===== src/sv/decimal_to_radix_p_string_defines.svh =====
// Assertion macros shared by the radix string converter RTL.
// Included by the modules that carry concurrent assertions; no other dependencies.
`ifndef DECIMAL_TO_RADIX_P_STRING_DEFINES_SVH
`define DECIMAL_TO_RADIX_P_STRING_DEFINES_SVH
`ifndef SYNTHESIS
`define D2RP_ASSERT_NOW(lbl, clk_s, rstn_s, ante, cons) \
  lbl: assert property (@(posedge clk_s) disable iff (!(rstn_s)) (ante) |-> (cons)) \
    else $error("d2rp assertion failed");
`define D2RP_ASSERT_NEXT(lbl, clk_s, rstn_s, ante, cons) \
  lbl: assert property (@(posedge clk_s) disable iff (!(rstn_s)) (ante) |=> (cons)) \
    else $error("d2rp assertion failed");
`else
`define D2RP_ASSERT_NOW(lbl, clk_s, rstn_s, ante, cons)
`define D2RP_ASSERT_NEXT(lbl, clk_s, rstn_s, ante, cons)
`endif
`endif


===== src/sv/d2rp_pkg.sv =====
// Package for the radix string converter: widths, register indexes, payload types,
// controller states, command and status structs and the digit-to-ASCII function.
// Has no dependencies.
`default_nettype none
package d2rp_pkg;

  localparam int INT_BITS            = 31;
  localparam int FRAC_BITS           = 32;
  localparam int DEF_MAX_FRAC_DIGITS = 31;
  localparam int RADIX_W             = 5;
  localparam int LIMIT_W             = 5;
  localparam int DIGIT_W             = 4;
  localparam int CHAR_W              = 8;
  localparam int CFG_IDX_W           = 2;
  localparam int CFG_DATA_W          = 5;

  localparam int DIV_STEPS  = 8;
  localparam int DIV_W      = ((INT_BITS + DIV_STEPS - 1) / DIV_STEPS) * DIV_STEPS;
  localparam int DIV_CHUNKS = DIV_W / DIV_STEPS;
  localparam int CHUNK_W    = (DIV_CHUNKS > 1) ? $clog2(DIV_CHUNKS) : 1;
  localparam int INT_IDX_W  = $clog2(INT_BITS);
  localparam int INT_CNT_W  = $clog2(INT_BITS + 1);

  localparam logic [RADIX_W-1:0] RADIX_MIN   = 5'd2;
  localparam logic [RADIX_W-1:0] RADIX_MAX   = 5'd16;
  localparam logic [RADIX_W-1:0] RADIX_RESET = 5'd10;
  localparam logic [LIMIT_W-1:0] LIMIT_RESET = 5'd0;
  localparam logic [LIMIT_W-1:0] DEFAULT_FRAC_DIGITS = 5'd5;

  localparam logic [CFG_IDX_W-1:0] REG_RADIX      = 2'd0;
  localparam logic [CFG_IDX_W-1:0] REG_FRAC_LIMIT = 2'd1;

  localparam logic [CHAR_W-1:0] CHAR_MINUS   = 8'h2D;
  localparam logic [CHAR_W-1:0] CHAR_DOT     = 8'h2E;
  localparam logic [CHAR_W-1:0] CHAR_ZERO    = 8'h30;
  localparam logic [CHAR_W-1:0] CHAR_UPPER_A = 8'h41;
  localparam logic [DIGIT_W-1:0] DIGIT_TEN   = 4'd10;

  typedef struct packed {
    logic                 is_negative;
    logic [INT_BITS-1:0]  integer_magnitude;
    logic [FRAC_BITS-1:0] fraction_bits;
  } in_item_t;

  typedef struct packed {
    logic [CHAR_W-1:0] char_code;
    logic              is_last;
  } out_item_t;

  typedef enum logic [2:0] {
    ST_IDLE,
    ST_DIV,
    ST_FRAC,
    ST_EMIT_SIGN,
    ST_EMIT_INT,
    ST_EMIT_DOT,
    ST_EMIT_FRAC
  } state_t;

  typedef enum logic [1:0] {
    SEL_MINUS,
    SEL_INT,
    SEL_DOT,
    SEL_FRAC
  } char_sel_t;

  typedef struct packed {
    logic      load;
    logic      div_step;
    logic      frac_step;
    logic      frac_rewind;
    logic      emit;
    char_sel_t sel;
    logic      last;
  } ctrl_cmd_t;

  typedef struct packed {
    logic quo_done;
    logic frac_go;
    logic show_sign;
    logic has_dot;
    logic int_one;
    logic keep_zero;
    logic frac_last;
    logic out_free;
  } dp_status_t;

  function automatic logic [CHAR_W-1:0] glyph(input logic [DIGIT_W-1:0] d);
    logic [CHAR_W-1:0] ch;
    if (d < DIGIT_TEN) begin
      ch = CHAR_ZERO + {4'd0, d};
    end else begin
      ch = CHAR_UPPER_A + {4'd0, d - DIGIT_TEN};
    end
    return ch;
  endfunction

endpackage
`default_nettype wire


===== src/sv/decimal_to_radix_p_string.sv =====
// Top level of the radix string converter: joins controller and datapath and
// drives the configuration handshake. Depends on d2rp_pkg and both submodules.
//
// A request on the input channel carries a sign flag, a 31-bit integer magnitude
// and a Q0.32 fraction. The block answers with the number's text in the configured
// radix, one ASCII character per output request, is_last set on the final one.
// The configuration channel writes register 0 (radix) and register 1 (fraction
// digit limit); cfg_ready is always high and writes are meant for idle periods.
// Integer digits come from a shared divider that takes 8 dividend bits per cycle,
// so each integer digit takes one pass over the whole dividend; each fraction digit
// takes one multiply by the radix; each character passes through the output register.
// One number is in work at a time; in_stall is low only while the controller is idle,
// and the next number is taken while the last character still waits in the output
// register. A stalled output holds its character and pauses the character sequence.
// Reset returns the radix to 10 and the digit limit to 0 and empties the output.
`default_nettype none
module decimal_to_radix_p_string
  import d2rp_pkg::*;
#(
  parameter int MAX_FRAC_DIGITS = DEF_MAX_FRAC_DIGITS
) (
  input  wire logic                  clk,
  input  wire logic                  rst_n,
  input  wire logic                  in_valid,
  output logic                       in_stall,
  input  wire in_item_t              in_data,
  output logic                       out_valid,
  input  wire logic                  out_stall,
  output out_item_t                  out_data,
  input  wire logic                  cfg_valid,
  output logic                       cfg_ready,
  input  wire logic [CFG_IDX_W-1:0]  cfg_index,
  input  wire logic [CFG_DATA_W-1:0] cfg_data
);

  ctrl_cmd_t  cmd;
  dp_status_t status;
  logic       cfg_we;

  assign cfg_ready = 1'b1;
  assign cfg_we    = cfg_valid && cfg_ready;

  d2rp_controller u_ctrl (
    .clk      (clk),
    .rst_n    (rst_n),
    .in_valid (in_valid),
    .in_stall (in_stall),
    .status   (status),
    .cmd      (cmd)
  );

  d2rp_datapath #(
    .MAX_FRAC_DIGITS (MAX_FRAC_DIGITS)
  ) u_dp (
    .clk       (clk),
    .rst_n     (rst_n),
    .cfg_we    (cfg_we),
    .cfg_index (cfg_index),
    .cfg_data  (cfg_data),
    .in_data   (in_data),
    .cmd       (cmd),
    .status    (status),
    .out_valid (out_valid),
    .out_stall (out_stall),
    .out_data  (out_data)
  );

endmodule
`default_nettype wire


===== src/sv/d2rp_datapath.sv =====
// Datapath of the radix string converter: configuration registers, the digit-serial
// divider, the fraction multiplier, both digit buffers and the output register.
// Depends on d2rp_pkg.
`default_nettype none
module d2rp_datapath
  import d2rp_pkg::*;
#(
  parameter int MAX_FRAC_DIGITS = DEF_MAX_FRAC_DIGITS
) (
  input  wire logic                  clk,
  input  wire logic                  rst_n,
  input  wire logic                  cfg_we,
  input  wire logic [CFG_IDX_W-1:0]  cfg_index,
  input  wire logic [CFG_DATA_W-1:0] cfg_data,
  input  wire in_item_t              in_data,
  input  wire ctrl_cmd_t             cmd,
  output dp_status_t                 status,
  output logic                       out_valid,
  input  wire logic                  out_stall,
  output out_item_t                  out_data
);

  localparam int FIDX_W = $clog2(MAX_FRAC_DIGITS);
  localparam int FCNT_W = $clog2(MAX_FRAC_DIGITS + 1);
  localparam int PROD_W = FRAC_BITS + RADIX_W;
  localparam logic [LIMIT_W-1:0] FRAC_CAP = LIMIT_W'(MAX_FRAC_DIGITS);
  localparam logic [CHUNK_W-1:0] CHUNK_LAST = CHUNK_W'(DIV_CHUNKS - 1);

  logic [RADIX_W-1:0]   radix_r;
  logic [LIMIT_W-1:0]   limit_r;
  logic [RADIX_W-1:0]   p_eff;

  logic                 sign_r;
  logic [DIV_W-1:0]     quo_r;
  logic [DIGIT_W-1:0]   rem_r;
  logic [CHUNK_W-1:0]   chunk_r;
  logic [INT_CNT_W-1:0] n_int_r;
  logic [FRAC_BITS-1:0] frac_r;
  logic [FCNT_W-1:0]    count_r;
  logic [FCNT_W-1:0]    n_frac_r;
  logic [FCNT_W-1:0]    keep_r;

  logic [DIGIT_W-1:0]   int_buf [INT_BITS];
  logic [DIGIT_W-1:0]   frac_buf [MAX_FRAC_DIGITS];

  logic [DIV_W-1:0]     quo_v;
  logic [DIGIT_W-1:0]   rem_v;
  logic [DIGIT_W:0]     trial;
  logic [LIMIT_W-1:0]   limit_eff;
  logic [FCNT_W-1:0]    count_load;
  logic [PROD_W-1:0]    prod;
  logic [DIGIT_W-1:0]   frac_digit;
  logic [INT_CNT_W-1:0] int_top;
  logic [FCNT_W-1:0]    n_frac_inc;
  logic                 out_valid_r;
  logic [CHAR_W-1:0]    out_char_r;
  logic                 out_last_r;

  always_ff @(posedge clk) begin
    if (!rst_n) begin
      radix_r <= RADIX_RESET;
      limit_r <= LIMIT_RESET;
    end else if (cfg_we) begin
      if (cfg_index == REG_RADIX) begin
        radix_r <= cfg_data;
      end else if (cfg_index == REG_FRAC_LIMIT) begin
        limit_r <= cfg_data;
      end
    end
  end

  always_comb begin
    if (radix_r < RADIX_MIN) begin
      p_eff = RADIX_MIN;
    end else if (radix_r > RADIX_MAX) begin
      p_eff = RADIX_MAX;
    end else begin
      p_eff = radix_r;
    end
  end

  // Restoring division by the radix, eight dividend bits per cycle.
  always_comb begin
    rem_v = rem_r;
    quo_v = quo_r;
    trial = '0;
    for (int j = 0; j < DIV_STEPS; j++) begin
      trial = {rem_v, quo_v[DIV_W-1]};
      quo_v = {quo_v[DIV_W-2:0], 1'b0};
      if (trial >= p_eff) begin
        rem_v    = DIGIT_W'(trial - p_eff);
        quo_v[0] = 1'b1;
      end else begin
        rem_v = trial[DIGIT_W-1:0];
      end
    end
  end

  always_comb begin
    if (limit_r == '0 && in_data.fraction_bits != '0) begin
      limit_eff = DEFAULT_FRAC_DIGITS;
    end else begin
      limit_eff = limit_r;
    end
    if (limit_eff > FRAC_CAP) begin
      count_load = FCNT_W'(MAX_FRAC_DIGITS);
    end else begin
      count_load = limit_eff[FCNT_W-1:0];
    end
  end

  assign prod       = PROD_W'(frac_r) * PROD_W'(p_eff);
  assign frac_digit = prod[FRAC_BITS +: DIGIT_W];
  assign int_top    = n_int_r - 1'b1;
  assign n_frac_inc = n_frac_r + 1'b1;

  always_ff @(posedge clk) begin
    if (cmd.load) begin
      sign_r  <= in_data.is_negative &&
                 (in_data.integer_magnitude != '0 || in_data.fraction_bits != '0);
      quo_r   <= DIV_W'(in_data.integer_magnitude);
      rem_r   <= '0;
      chunk_r <= '0;
      n_int_r <= '0;
    end else if (cmd.div_step) begin
      quo_r <= quo_v;
      if (chunk_r == CHUNK_LAST) begin
        rem_r   <= '0;
        chunk_r <= '0;
        n_int_r <= n_int_r + 1'b1;
      end else begin
        rem_r   <= rem_v;
        chunk_r <= chunk_r + 1'b1;
      end
    end else if (cmd.emit && cmd.sel == SEL_INT) begin
      n_int_r <= int_top;
    end
  end

  always_ff @(posedge clk) begin
    if (cmd.div_step && chunk_r == CHUNK_LAST) begin
      int_buf[n_int_r[INT_IDX_W-1:0]] <= rem_v;
    end
  end

  always_ff @(posedge clk) begin
    if (cmd.load) begin
      frac_r   <= in_data.fraction_bits;
      count_r  <= count_load;
      n_frac_r <= '0;
      keep_r   <= '0;
    end else if (cmd.frac_step) begin
      frac_r   <= prod[FRAC_BITS-1:0];
      n_frac_r <= n_frac_inc;
      if (frac_digit != '0) begin
        keep_r <= n_frac_inc;
      end
    end else if (cmd.frac_rewind) begin
      n_frac_r <= '0;
    end else if (cmd.emit && cmd.sel == SEL_FRAC) begin
      n_frac_r <= n_frac_inc;
    end
  end

  always_ff @(posedge clk) begin
    if (cmd.frac_step) begin
      frac_buf[n_frac_r[FIDX_W-1:0]] <= frac_digit;
    end
  end

  always_ff @(posedge clk) begin
    if (!rst_n) begin
      out_valid_r <= 1'b0;
    end else if (cmd.emit) begin
      out_valid_r <= 1'b1;
    end else if (!out_stall) begin
      out_valid_r <= 1'b0;
    end
  end

  always_ff @(posedge clk) begin
    if (cmd.emit) begin
      case (cmd.sel)
        SEL_MINUS: out_char_r <= CHAR_MINUS;
        SEL_INT:   out_char_r <= glyph(int_buf[int_top[INT_IDX_W-1:0]]);
        SEL_DOT:   out_char_r <= CHAR_DOT;
        SEL_FRAC:  out_char_r <= glyph(frac_buf[n_frac_r[FIDX_W-1:0]]);
        default:   out_char_r <= CHAR_DOT;
      endcase
      out_last_r <= cmd.last;
    end
  end

  assign out_valid          = out_valid_r;
  assign out_data.char_code = out_char_r;
  assign out_data.is_last   = out_last_r;

  assign status.quo_done  = (chunk_r == CHUNK_LAST) && (quo_v == '0);
  assign status.frac_go   = (frac_r != '0) && (n_frac_r < count_r);
  assign status.show_sign = sign_r;
  assign status.has_dot   = (count_r != '0);
  assign status.int_one   = (n_int_r == INT_CNT_W'(1));
  assign status.keep_zero = (keep_r == '0);
  assign status.frac_last = (n_frac_inc == keep_r);
  assign status.out_free  = !out_valid_r || !out_stall;

endmodule
`default_nettype wire


===== src/sv/d2rp_controller.sv =====
// Controller of the radix string converter: sequences division, fraction digits
// and character output. Depends on d2rp_pkg and the assertion macro header.
`default_nettype none
`include "decimal_to_radix_p_string_defines.svh"
module d2rp_controller
  import d2rp_pkg::*;
(
  input  wire logic       clk,
  input  wire logic       rst_n,
  input  wire logic       in_valid,
  output logic            in_stall,
  input  wire dp_status_t status,
  output ctrl_cmd_t       cmd
);

  state_t state_r;
  state_t state_nxt;

  always_ff @(posedge clk) begin
    if (!rst_n) begin
      state_r <= ST_IDLE;
    end else begin
      state_r <= state_nxt;
    end
  end

  always_comb begin
    state_nxt = state_r;
    case (state_r)
      ST_IDLE: begin
        if (in_valid) state_nxt = ST_DIV;
      end
      ST_DIV: begin
        if (status.quo_done) state_nxt = ST_FRAC;
      end
      ST_FRAC: begin
        if (!status.frac_go) state_nxt = status.show_sign ? ST_EMIT_SIGN : ST_EMIT_INT;
      end
      ST_EMIT_SIGN: begin
        if (status.out_free) state_nxt = ST_EMIT_INT;
      end
      ST_EMIT_INT: begin
        if (status.out_free && status.int_one) begin
          state_nxt = status.has_dot ? ST_EMIT_DOT : ST_IDLE;
        end
      end
      ST_EMIT_DOT: begin
        if (status.out_free) state_nxt = status.keep_zero ? ST_IDLE : ST_EMIT_FRAC;
      end
      ST_EMIT_FRAC: begin
        if (status.out_free && status.frac_last) state_nxt = ST_IDLE;
      end
      default: begin
        state_nxt = ST_IDLE;
      end
    endcase
  end

  always_comb begin
    cmd      = '0;
    in_stall = 1'b1;
    case (state_r)
      ST_IDLE: begin
        in_stall = 1'b0;
        cmd.load = in_valid;
      end
      ST_DIV: begin
        cmd.div_step = 1'b1;
      end
      ST_FRAC: begin
        cmd.frac_step   = status.frac_go;
        cmd.frac_rewind = !status.frac_go;
      end
      ST_EMIT_SIGN: begin
        cmd.emit = status.out_free;
        cmd.sel  = SEL_MINUS;
      end
      ST_EMIT_INT: begin
        cmd.emit = status.out_free;
        cmd.sel  = SEL_INT;
        cmd.last = status.int_one && !status.has_dot;
      end
      ST_EMIT_DOT: begin
        cmd.emit = status.out_free;
        cmd.sel  = SEL_DOT;
        cmd.last = status.keep_zero;
      end
      ST_EMIT_FRAC: begin
        cmd.emit = status.out_free;
        cmd.sel  = SEL_FRAC;
        cmd.last = status.frac_last;
      end
      default: begin
        cmd = '0;
      end
    endcase
  end

  `D2RP_ASSERT_NEXT(a_last_char_ends, clk, rst_n, cmd.emit && cmd.last, state_r == ST_IDLE)
  `D2RP_ASSERT_NEXT(a_load_starts_div, clk, rst_n, cmd.load, state_r == ST_DIV)
  `D2RP_ASSERT_NOW(a_frac_emit_nonempty, clk, rst_n, state_r == ST_EMIT_FRAC, !status.keep_zero)

endmodule
`default_nettype wire


===== config.mk =====
export PLATFORM = sky130hd
export DESIGN_NAME = decimal_to_radix_p_string
export DESIGN_NICKNAME = d
export VERILOG_FILES = /design/src/sv/d2rp_pkg.sv /design/src/sv/decimal_to_radix_p_string.sv /design/src/sv/d2rp_datapath.sv /design/src/sv/d2rp_controller.sv
export VERILOG_INCLUDE_DIRS = /design/src /design/src/sv
export SDC_FILE = /design/constraint.sdc
export NUM_CORES = 1
export LEC_CHECK = 0
export BUFFER_PORTS_ARGS = -buffer_cell sky130_fd_sc_hd__buf_2
export CAP_MARGIN = 15
export CORE_MARGIN = 4
export CORE_UTILIZATION = 65
export CTS_CLUSTER_DIAMETER = 80
export DETAILED_ROUTE_END_ITERATION = 6
export PLACE_DENSITY = 0.83
export SKIP_LAST_GASP = 1
export SLEW_MARGIN = 20
export SYNTH_ARGS = -nofsm -noshare
export SYNTH_HDL_FRONTEND = slang
export SYNTH_SLANG_ARGS = --single-unit
export TNS_END_PERCENT = 10

===== constraint.sdc =====
create_clock -name clk -period 40.8 [get_ports clk]
set_input_delay 6.12 -clock clk [delete_from_list [all_inputs] [get_ports clk]]
set_output_delay 6.12 -clock clk [all_outputs]
set_load 0.05 [all_outputs]

==> results.cfg <==
[worst_setup_path]
slowest_stage = dfxtp_2
cp_max_fo = 36
criticalPathCategory = reg2reg
worstRegToRegCells = 53
cp_data_arrival_time_ps = 14730
worst_setup_path_end_kind = flip-flop
cp-start-kind = flip-flop
timing.rr.start = u_dp.radix_r[4]
cpPeakStageDelay_ps = 770
rrSetupSlack_ps = 26480
critPathMostFrequentCell = a21o_1
cp-startpoint = u_dp.radix_r[4]
regToRegEndpoint = u_ctrl.state_r[0]
required_ps = 41210

[place]
dp_hpwl_mm = 34.5
gp_congestion = 0.944
portBuffers = 85

[layout]
n_antenna_cell = 0
syn2layout_area_growth_pct = 9.46
finalNetCount = 2211
final.fill_count = 2242
drive_gt1_share_pct = 14.8

[clocking]
clock_latency_ps = 530
cts_buffer_depth = 3
clk_pin_slew_ps = 60
h-tree-depth = 2
clk_root_buffer_cell = clkbuf_16
numClockSinks = 366
cts_setup_buffers = 0
ctsResizeCount = 0
cts_buffers = 38
tritoncts = yes
postCtsHoldBufs = 0

[worst_hold_path]
worstHoldPathCells = 0
min_from = u_dp.limit_r[3]
min_path_type = reg2reg
min_to = u_dp.count_r[3]

[die]
chipHeight_microns = 193
io_pins = 88
die_area_sq_um = 37100
fp.coreArea_sq_um = 33500
initial_core_util_pct = 66.0
num_rows = 67
die_w_microns = 193

[sta]
min_period_over_period_pct = 35.1
slew_headroom_pct = 29.6
skew_ps = 12.2
tightest_slew_ps = 1050
rsz0062_at_grt = false
drv_slew = 0
hold_viol = 0
period_needed_ps = 14320
finalSetupViolCount = 0
setup_tns_ps = 0
max_freq_mhz = 69.9

[yosys]
async_flop_share_pct = 0
synth_seq_cells = 366
ys_types = 82
netlist_instances = 1871
synth_edf_count = 325
syn_area_sq_um = 22100
synth_warnings = 0
synth-main-ff-cell = edfxtp_1
ys_seq_area_share_pct = 47.8
synth_nets = 2148
syn_avg_cell_area_sq_um = 11.8

[global_routing]
gr-total-overflow = 0
grt_pass1_vias = 15500
grt_max_degree = 78
grt_usage_pct = 27.8
grt_pass1_wl_mm = 81.3
antenna_found_initial = 0

[route]
ant_nets = 0
vias = 15000
drtPass1Iterations = 5
finalWirelength_mm = 49.6
dr.first_iter.drc_count = 1606
drt-vias-per-instance = 6.22
drc = 0
drt-wirelength-per-cell_microns = 20.5

[flow_run]
drv_cap = 0

[outcome]
status = completed
critical path: cells and delay by family, from the launching register on:
family                     cells  cell delay [ps]
DFF                            1              770
AOI/OAI and AO/OA             30             6640
adders and majority gates      8             2560
buffers and inverters          2              660
and+or+nand+nor                6             1030
muxes                          7             2520
how the worst max path moves through the flow:
stage | end | slack [ps] | depth (start not counted)
after floorplan | u_dp.int_buf[0][0] | 27480 | 53
after CTS | u_ctrl.state_r[0] | 26070 | 53
after global placement | u_dp.rem_r[1] | 26850 | 51
after global routing | u_ctrl.state_r[0] | 25370 | 55
final | u_ctrl.state_r[0] | 26480 | 53
after detailed placement | u_ctrl.state_r[0] | 26140 | 53
flip-flops by register name, summed over array words and instances, names as in the netlist, named ones only:
register,count
u_ctrl.state_r,3
u_dp.chunk_r,2
u_dp.count_r,5
u_dp.frac_buf,124
u_dp.frac_r,32
u_dp.int_buf,124
u_dp.keep_r,5
u_dp.limit_r,5
u_dp.n_frac_r,5
u_dp.n_int_r,5
u_dp.out_char_r,7
u_dp.out_last_r,1
u_dp.out_valid,1
u_dp.quo_r,32
u_dp.radix_r,5
u_dp.rem_r,4
u_dp.sign_r,1
synth_stat cells (5+ instances only):
master	count	share of area [%]
edfxtp_1	325	44
nand2_1	274	4.6
nor2_1	149	2.5
inv_1	115	1.9
ha_1	104	5.9
fa_1	97	8.8
a21oi_1	79	1.8
and2_1	70	2.0
mux4_2	64	6.5
o21ai_0	59	1.3
clkbuf_1	54	0.92
xnor2_1	42	1.7
dfxtp_1	41	3.7
mux2i_1	38	1.7
a21o_1	36	1.2
xor2_1	32	1.3
nand3_1	28	0.63
nor4_1	28	0.79
mux2_2	23	1.2
nor2b_1	19	0.54
nand2b_1	14	0.40
nor3_1	13	0.29
nand3b_1	11	0.37
a211oi_1	10	0.34
buf_2	10	0.23
buf_1	8	0.14
nand4_1	8	0.23
and3_1	7	0.20
buf_4	6	0.20
a21boi_0	5	0.17
o21bai_1	5	0.17
or3_1	5	0.14
or4_1	5	0.17
cell families after synthesis:
| group | share of synthesized area [%] |
|---|---|
| muxes | 9.40 |
| buffers and inverters | 3.52 |
| other | 0.0339 |
| xor gates and xnor gates | 3.00 |
| AOI/OAI and AO/OA | 8.03 |
| adders and majority gates | 14.6 |
| and+or+nand+nor | 13.6 |
| DFF | 47.8 |
layout make-up:
class | count | area, sq um | area share, %
Tap cell | 448 | 561 | 2.31
Clock buffer | 49 | 1050 | 4.35
Inverter | 116 | 435 | 1.80
Sequential cell | 366 | 10600 | 43.7
Timing Repair Buffer | 103 | 561 | 2.31
Clock inverter | 21 | 224 | 0.924
Multi-Input combinational cell | 1309 | 10800 | 44.6
per-stage QoR:
stage,area (sq um),util (%),setup WS [ps],hold slack [ps],cells
floorplan,22100,-,27480,436,1871
global placement,23000,68.5,26850,445,2342
detailed placement,23000,68.5,26140,445,2342
CTS,24200,72.3,26070,460,2412
global route,24200,72.3,25370,476,2412
finish,24200,72.3,26480,458,2412
metal layers:
layer  GRT usage (%)  vias to the layer above  routed length [microns]
li1                -                     6806                        -
met5               0                        -                        0
met3            5.54                      107                     4420
met1            38.5                     7373                    19900
met4            8.48                        0                     1450
met2            45.0                      728                    23800
placed cells by master (no fill, tap or decap), drive strengths merged, types with 14 or more instances in the layout:
| cell type | count |
|---|---|
| a211oi | 14 |
| a21o | 36 |
| a21oi | 81 |
| and2 | 70 |
| buf | 103 |
| clkbuf | 49 |
| dfxtp | 41 |
| edfxtp | 325 |
| fa | 97 |
| ha | 104 |
| inv | 121 |
| mux2 | 23 |
| mux2i | 38 |
| mux4 | 64 |
| nand2 | 274 |
| nand2b | 14 |
| nand3 | 28 |
| nor2 | 149 |
| nor2b | 19 |
| nor3 | 14 |
| nor4 | 28 |
| o21ai | 61 |
| xnor2 | 43 |
| xor2 | 32 |
Power is not shown: default switching activity piles up to over one toggle a cycle in this logic, so the estimate is an artifact.
